[src/hdl/kst_pkg.sv]
// ---------------------------------------------------------------------------
// kst_pkg
// shared constants, codes and types of the key slot table engine
// ---------------------------------------------------------------------------
package kst_pkg;

  localparam int SLOTS = 16;
  localparam int IDX_W = $clog2(SLOTS);

  localparam logic [31:0] RETAIN_TYPE = 32'h0000_0031;
  localparam logic [3:0]  COUNT_MAX   = 4'd15;

  typedef enum logic [1:0] {
    REQ_WRITE  = 2'd0,
    REQ_LOOKUP = 2'd1,
    REQ_FREE   = 2'd2,
    REQ_REMOVE = 2'd3
  } req_t;

  typedef enum logic [1:0] {
    ST_IDLE,
    ST_FIND,
    ST_CLEAR,
    ST_FINISH
  } state_t;

  typedef struct packed {
    logic [31:0] sys;
    logic [31:0] key;
    logic [31:0] typ;
  } entry_t;

  typedef struct packed {
    logic sys_eq;
    logic key_eq;
    logic type_eq;
    logic is_free;
  } match_t;

endpackage

[src/hdl/kst_match.sv]
// ---------------------------------------------------------------------------
// kst_match
// shared compare unit: one table entry against the request fields
// ---------------------------------------------------------------------------
module kst_match (
  input  kst_pkg::entry_t ent,
  input  logic [31:0]     sys,
  input  logic [31:0]     key,
  input  logic [31:0]     typ,
  output kst_pkg::match_t m
);

  always_comb begin
    m.sys_eq  = (ent.sys == sys);
    m.key_eq  = (ent.key == key);
    m.type_eq = (ent.typ == typ);
    m.is_free = (ent.typ == 32'd0);
  end

endmodule

[src/hdl/key_slot_table_engine_core.sv]
// ---------------------------------------------------------------------------
// key_slot_table_engine_core
// key slot table with write, lookup, free search and remove-except-one
//
//   channel  dir  tdata                                   tuser
//   in_      in   slot, sys_id, key_id, key_class          req_type
//   out_     out  result_index, removed_count              -
//
// write, and lookup with key type zero: no scan, straight from idle to the finish state
// lookup and free search: scan from slot 1 to the first hit or to slot SLOTS-1
// remove: one scan to find the kept key, then, if it is found, a clearing scan of
//   slots 1 to SLOTS-1; one slot per cycle through the compare unit
// reset clears the whole table at once; in_tready is low while a request runs
// a finished result waits in the output register while the next one is taken
// ---------------------------------------------------------------------------
module key_slot_table_engine_core (
  input  logic         clk,
  input  logic         rst_n,
  input  logic         in_tvalid,
  output logic         in_tready,
  input  logic [103:0] in_tdata,  // slot, sys_id, key_id, key_class, zero pad
  input  logic [1:0]   in_tuser,  // req_type
  output logic         out_tvalid,
  input  logic         out_tready,
  output logic [7:0]   out_tdata  // result_index, removed_count
);

  localparam int IW = kst_pkg::IDX_W;

  kst_pkg::state_t state_r, state_nxt;
  kst_pkg::req_t   req_r, req_nxt;
  logic [31:0]     sys_r, sys_nxt;
  logic [31:0]     key_r, key_nxt;
  logic [31:0]     typ_r, typ_nxt;
  logic [IW-1:0]   idx_r, idx_nxt;
  logic [IW-1:0]   hit_r, hit_nxt;
  logic [3:0]      cnt_r, cnt_nxt;
  logic            out_valid_r, out_valid_nxt;
  logic [3:0]      out_idx_r, out_idx_nxt;
  logic [3:0]      out_cnt_r, out_cnt_nxt;

  kst_pkg::entry_t table_r [kst_pkg::SLOTS];
  kst_pkg::entry_t cur_ent;
  kst_pkg::match_t m;

  logic            we;
  logic [IW-1:0]   wa;
  kst_pkg::entry_t wd;

  logic [3:0]      in_slot;
  logic [31:0]     in_sys;
  logic [31:0]     in_key;
  logic [31:0]     in_type;
  logic            last;
  logic            find_hit;

  assign in_slot = in_tdata[3:0];
  assign in_sys  = in_tdata[35:4];
  assign in_key  = in_tdata[67:36];
  assign in_type = in_tdata[99:68];

  assign cur_ent = table_r[idx_r];
  assign last    = (idx_r == IW'(kst_pkg::SLOTS - 1));

  kst_match u_match (
    .ent (cur_ent),
    .sys (sys_r),
    .key (key_r),
    .typ (typ_r),
    .m   (m)
  );

  assign find_hit = (req_r == kst_pkg::REQ_FREE) ? m.is_free
                                                 : (m.sys_eq && m.key_eq && m.type_eq);

  assign in_tready  = (state_r == kst_pkg::ST_IDLE);
  assign out_tvalid = out_valid_r;
  assign out_tdata  = {out_cnt_r, out_idx_r};

  always_comb begin
    state_nxt     = state_r;
    req_nxt       = req_r;
    sys_nxt       = sys_r;
    key_nxt       = key_r;
    typ_nxt       = typ_r;
    idx_nxt       = idx_r;
    hit_nxt       = hit_r;
    cnt_nxt       = cnt_r;
    out_valid_nxt = out_valid_r;
    out_idx_nxt   = out_idx_r;
    out_cnt_nxt   = out_cnt_r;
    we            = 1'b0;
    wa            = idx_r;
    wd            = '0;

    if (out_valid_r && out_tready) begin
      out_valid_nxt = 1'b0;
    end

    case (state_r)
      kst_pkg::ST_IDLE: begin
        if (in_tvalid) begin
          req_nxt = kst_pkg::req_t'(in_tuser);
          sys_nxt = in_sys;
          key_nxt = in_key;
          typ_nxt = (in_tuser == kst_pkg::REQ_REMOVE) ? kst_pkg::RETAIN_TYPE : in_type;
          idx_nxt = IW'(1);
          hit_nxt = '0;
          cnt_nxt = '0;
          case (kst_pkg::req_t'(in_tuser))
            kst_pkg::REQ_WRITE: begin
              if (in_slot != 4'd0 && 32'(in_slot) < kst_pkg::SLOTS) begin
                we      = 1'b1;
                wa      = IW'(in_slot);
                wd      = '{sys: in_sys, key: in_key, typ: in_type};
                hit_nxt = IW'(in_slot);
              end
              state_nxt = kst_pkg::ST_FINISH;
            end
            kst_pkg::REQ_LOOKUP: begin
              state_nxt = (in_type == 32'd0) ? kst_pkg::ST_FINISH : kst_pkg::ST_FIND;
            end
            default: begin
              state_nxt = kst_pkg::ST_FIND;
            end
          endcase
        end
      end
      kst_pkg::ST_FIND: begin
        if (find_hit) begin
          hit_nxt = idx_r;
          if (req_r == kst_pkg::REQ_REMOVE) begin
            cnt_nxt   = 4'd1;
            idx_nxt   = IW'(1);
            state_nxt = kst_pkg::ST_CLEAR;
          end else begin
            state_nxt = kst_pkg::ST_FINISH;
          end
        end else if (last) begin
          state_nxt = kst_pkg::ST_FINISH;
        end else begin
          idx_nxt = idx_r + 1'b1;
        end
      end
      kst_pkg::ST_CLEAR: begin
        if (idx_r != hit_r && m.sys_eq) begin
          we = 1'b1;
          wa = idx_r;
          wd = '0;
          if (cnt_r != kst_pkg::COUNT_MAX) begin
            cnt_nxt = cnt_r + 4'd1;
          end
        end
        if (last) begin
          state_nxt = kst_pkg::ST_FINISH;
        end else begin
          idx_nxt = idx_r + 1'b1;
        end
      end
      kst_pkg::ST_FINISH: begin
        if (!out_valid_r || out_tready) begin
          out_valid_nxt = 1'b1;
          out_idx_nxt   = 4'(hit_r);
          out_cnt_nxt   = cnt_r;
          state_nxt     = kst_pkg::ST_IDLE;
        end
      end
      default: begin
        state_nxt = kst_pkg::ST_IDLE;
      end
    endcase
  end

  always_ff @(posedge clk) begin
    if (!rst_n) begin
      state_r     <= kst_pkg::ST_IDLE;
      out_valid_r <= 1'b0;
    end else begin
      state_r     <= state_nxt;
      out_valid_r <= out_valid_nxt;
    end
  end

  always_ff @(posedge clk) begin
    req_r     <= req_nxt;
    sys_r     <= sys_nxt;
    key_r     <= key_nxt;
    typ_r     <= typ_nxt;
    idx_r     <= idx_nxt;
    hit_r     <= hit_nxt;
    cnt_r     <= cnt_nxt;
    out_idx_r <= out_idx_nxt;
    out_cnt_r <= out_cnt_nxt;
  end

  // table storage, cleared by reset
  always_ff @(posedge clk) begin
    if (!rst_n) begin
      for (int i = 0; i < kst_pkg::SLOTS; i++) begin
        table_r[i] <= '0;
      end
    end else if (we) begin
      table_r[wa] <= wd;
    end
  end

endmodule

[config.mk]
export PLATFORM = sky130hd
export DESIGN_NAME = key_slot_table_engine_core
export DESIGN_NICKNAME = d
export VERILOG_FILES = /design/src/hdl/kst_pkg.sv /design/src/hdl/kst_match.sv /design/src/hdl/key_slot_table_engine_core.sv
export SDC_FILE = /design/constraint.sdc
export NUM_CORES = 2
export LEC_CHECK = 0
export BUFFER_PORTS_ARGS = -buffer_cell sky130_fd_sc_hd__buf_4
export CORE_UTILIZATION = 40
export DETAILED_ROUTE_END_ITERATION = 10
export PLACE_DENSITY = 0.55
export SETUP_SLACK_MARGIN = 0.5
export SLEW_MARGIN = 20
export SYNTH_ARGS = -nofsm -noshare
export SYNTH_HDL_FRONTEND = slang
export SYNTH_HIERARCHICAL = 1
export SYNTH_SLANG_ARGS = --single-unit
[constraint.sdc]
create_clock -name clk -period 13.3 [get_ports clk]
set_clock_uncertainty 0.15 [all_clocks]
set_input_delay 1.995 -clock clk [delete_from_list [all_inputs] [get_ports clk]]
set_output_delay 1.995 -clock clk [all_outputs]
set_load 0.005 [all_outputs]
* After elaboration in Yosys (flattened, before gate mapping)
Memories as Yosys holds them, arrays and structs flattened. A register that Yosys moved wholly into a read port is not among the register bits.
Index checks and enable logic that the tools add are counted.
** Word-level totals
- Register bits :: 121
- Memory bits (read-only) :: 0
- Input port bits :: 110
- Bits in latches :: 0
- Memories :: 1
- Output and inout bits :: 10
- RAM bits :: 1536
- Logic and storage cells :: 102
** Memory list
- table_r :: words 16, width 96, rd ports 1, clocked after memory_dff 1, wr ports 16, RTL line key_slot_table_engine_core.sv:42 : kst_pkg::entry_t table_r [kst_pkg::SLOTS];
** Cells by class
- Reduce and logical (&&, ||, !) cells :: 20
- Bitwise logic cells :: 0
- Divide/modulo/power cells :: 0
- Order comparisons :: 0
- Shifts and indexed selects :: 0
- Equality and inequality tests :: 20
- Mux-type cells :: 48
- $mul :: 0
- Add/sub/neg operators :: 2
** Operators by type and width (count)
- 96-bit 2-to-1 mux :: 5
- 32-bit == test :: 3
- 96-bit OR reduction :: 1
- 4-bit 2-to-1 mux :: 18
- 32-bit zero test :: 2
- 4-bit one-hot mux with 3 select lines :: 2
- 1-bit 2-to-1 mux :: 14
- 2-bit inequality test, second input constant :: 6
- 2-bit == test, second input constant :: 5
- 2-bit 2-to-1 mux :: 5
- 4-bit by 1-bit adder with 4-bit output, second input constant :: 2
- 2-bit one-hot mux with 4 select lines :: 1
- 4-bit one-hot mux with 2 select lines :: 1
- 2-bit AND reduction :: 3
- 3-bit AND reduction :: 2
- 6-bit AND reduction :: 1
- 2-bit by 1-bit == test with 1-bit output, second input constant :: 2
- 4-bit == test, second input constant :: 1
- 1-bit logical AND :: 4
- 2-bit zero test :: 2
- 4-bit inequality test :: 1
- 4-bit inequality test, second input constant :: 1
- 2-bit one-hot mux with 2 select lines :: 1
- 4-bit nonzero test :: 1
- 6 further kinds :: 6

* Longest topological paths before layout
- Depth in word-level cells :: 10
- Depth in mapped cells :: 15
- Mapped depth without buffers :: 10

* Modules after synthesis
Netlist, hierarchy kept.
** By module, submodules not included
- key_slot_table_engine_core :: instances 1, cells an instance 4431, seq. area each 49807.8 µm², area an instance 71927.7 µm²
- kst_match :: instances 1, cells an instance 140, seq. area each 0.0 µm², area an instance 1106.1 µm²

* Worst setup path after synthesis
No wires, ideal clock.
- Kind :: flip-flop to flip-flop
- Start point :: register (tool-made name)
- End point :: memory table_r[4][0] (netlist bit), enable pin
- Slack :: 2.322 ns
- Path buffers :: 3
- Data arrival time :: 10.135 ns
- Cell stages (with the launch flop) :: 14
- Clock period less this slack :: 10.978 ns
- Required time :: 12.458 ns
- Library setup time :: 0.692 ns
- Cell sequence :: dfxtp_1 buf_2 clkbuf_1 clkbuf_1 mux4_2 mux4_2 xor2_1 nor4_1 nand4_1 nor2_1 nand2_1 a41oi_2 nor2_1 o31ai_1
** RTL lines (RTL line)
- end, declared :: key_slot_table_engine_core.sv:42

==> run metrics <==
status completed; total grt overflow 0; wire per inst about 30 um; fin crit share ~69%; VDD IR-drop max between 200 and 250 uV; Final nets ~4700; DP Wirelength between 100 and 150 mm; Highest Clock Rate between 100 and 150 MHz; chip width 429 um; CTS sink count roughly 1700; fin crit period 9.16 ns; synthesized flop and latch total about 1700; Main synth FF type edfxtp_1; final hold violations 0; first-pass GRT wire length just over 300 mm; most frequent cells in the layout 1654 x edfxtp_1, 757 x nor2_1, 708 x and3_1, 480 x mux4_2, 212 x nand2_1; Worst-path clk slew around 0.06 ns; Hold Startpoint hit_r[1]; worst hold margin around 0.34 ns; EDFF count, synth between 1500 and 2000; # IOs 120; antenna violations before repair 16; maximum clock insertion buffer count 3; Root Buffer Master clkbuf_16; Worst-Margin Slew between 1 and 1.5 ns; share of cells above drive strength 1 about a fifth; pin count of the biggest net entering global routing 179; CTS tree done; filler instances roughly 16000; Slew HR between 20% and 30%; DR vias/cell approximately 6; die height roughly 430 um; Setup crit end kind flop; setup ws final slightly above 4 ns; CP required between 10 and 15 ns; Core Region 0.181 sq mm; Syn Inst Count ~4600; sequential fraction of the synthesis area between 60% and 70%; Pleak 29.6 nW; Die ar. approximately 0.18 sq mm; drt first pass iters 7; most common cell after layout, fill and taps aside edfxtp_1; Final Core Density between 40% and 50%; Setup Viol. Count Final 0; hold_buf cts 0; fraction of registers with async set/reset 0%; CP Max Fanout ~120; Worst setup SP type flop; Power, Total 14.9 mW; total track usage 23.5%; worst setup path class flop to flop; htree depth 4; Mapped Avg Cell Area ~16 sq um; pwr dens 183 mW/mm^2; Max-Cap Viols 0; row count ~160; # DRC 0; setup bufs post-CTS 0; post-route ant nets 0; CTS-repair resized insts 0; final WL 216 mm; placer's final routability congestion estimate slightly below 0.8; Syn Std Cell Area ~0.073 sq mm; initial detailed-routing violation count around 4400; Starting Density between 40 and 50%; PortBufs about 120; RSZ-0062 raised after global routing false; routed via count 41717; vias in the first global route between 40000 and 50000; Worst Path Arrival 9.44 ns; Yosys cell types between 50 and 60; number of CTS-inserted buffers 177; Max Transition Viols Final 0; Hold WC Path Type flop to flop; DP Worst Slack between 4 and 5 ns; Setup TNS Final 0 ns; synth-to-layout area growth 11.7%; Warnings, synthesis 6; Clk Latency, worst-skew pair between 0.8 and 0.9 ns
-- registers in the layout, indices dropped and copies added, names as in the netlist, 2 cells and up, named ones only --
register   flops
typ_r         32
req_r          2
hit_r          4
table_r     1536
out_idx_r      4
sys_r         32
cnt_r          4
key_r         32
idx_r          4
state_r        2
out_cnt_r      4
-- kinds of logic after synthesis --
| group | Yosys count | share of synthesized area (%) |
|---|---|---|
| buffers and inverters | 456 | 2.87 |
| other | 1 | 0.00513 |
| adder cells (fa/ha/maj) | 6 | 0.103 |
| AO/OA/AOI/OAI | 61 | 0.603 |
| multiplexers | 481 | 14.8 |
| AND/OR/NAND/NOR | 1802 | 12.2 |
| flip-flops | 1661 | 68.2 |
| XOR/XNOR | 103 | 1.24 |
-- synth_stat cells (2+ instances only) --
cell type  count  area, sq um
dfxtp_1        7          140
nand2b_1       4         25.0
o211ai_1       2         15.0
a211oi_1       3         22.5
nor2b_1        8         50.1
a31oi_1        3         18.8
buf_2        102          510
clkbuf_2      18         90.1
nor4_1        39          244
nor3b_1        4         30.0
nand4_1       11         68.8
o221ai_1       2         17.5
and3_1       708         4430
o31ai_1       10         75.1
buf_1          3         11.3
nor2_1       757         2840
a21oi_1        8         40.0
buf_4         45          338
and4b_1        3         30.0
clkbuf_1     274         1030
mux4_2       480        10800
o21ai_1        3         15.0
nand2_1      212          796
nand3b_1       5         37.5
o21a_1         7         52.6
inv_1          5         18.8
o21ai_0        8         40.0
and2_1        32          200
xor2_1        97          850
nor3_1         3         15.0
xnor2_1        6         52.6
edfxtp_1    1654        49700
o221a_2        2         22.5
buf_6          9          101
nand3_1        7         35.0
ha_1           6         75.1
nand4b_1       2         17.5
-- through the flow --
stage	cells	cell area (sq um)
finish	7117	81600
global route	7115	81600
CTS	7111	81600
detailed placement	6793	76300
global placement	6793	76300
floorplan	4666	73400
-- worst paths after layout --
| path | endpoint | slack, ns | cells after the start |
|---|---|---|---|
| hold reg to reg | out_idx_r[1] | 0.34 | 0 |
| setup reg to reg | table_r[1][13] | 4.14 | 16 |
| hold / removal | out_idx_r[1] | 0.34 | 0 |
| setup / recovery | table_r[1][13] | 4.14 | 16 |
-- power breakdown --
part / total [mW] / leakage, nW / internal (mW) / switching (mW)
Sequential: 6.40 / 16.7 / 6.22 / 0.187
Clock: 4.62 / 2.58 / 2.56 / 2.06
Combinational: 3.89 / 10.3 / 1.49 / 2.40
Total: 14.9 / 29.6 / 10.3 / 4.65
-- metal layers --
layer	routed length, um	track usage [%]	up-vias
met3	16000	4.33	334
li1	-	-	17575
met4	5350	6.61	8
met1	89100	31.9	22065
met2	106000	38.6	1735
met5	46	0	-
-- layout make-up --
class                   instances  area, sq um  share of cell area (%)
clock buffers                 230         4690                    5.75
multi-input cells            2549        21800                    26.7
inverters                       5         18.8                  0.0230
flip-flops and latches       1661        49800                    61.1
repair buffers                208         1710                    2.10
well taps                    2370         2970                    3.63
diodes                          6         15.0                  0.0184
clock inverters                88          583                   0.715
-- worst max-delay path: stages (launching register included) --
cell      delay [ns]
dfxtp_4         0.75
buf_12          0.67
buf_4           0.68
mux4_2          0.42
mux4_2          0.50
xor2_1          0.20
nor4_1          0.54
nand4_1         0.16
nor2_1          0.62
buf_4           0.29
nand2_1         0.07
a41oi_2         0.38
o221ai_4        0.47
buf_4           0.63
a21oi_4         0.85
buf_4           0.60
buf_4           0.56
Power figures use the tool's default switching activity.
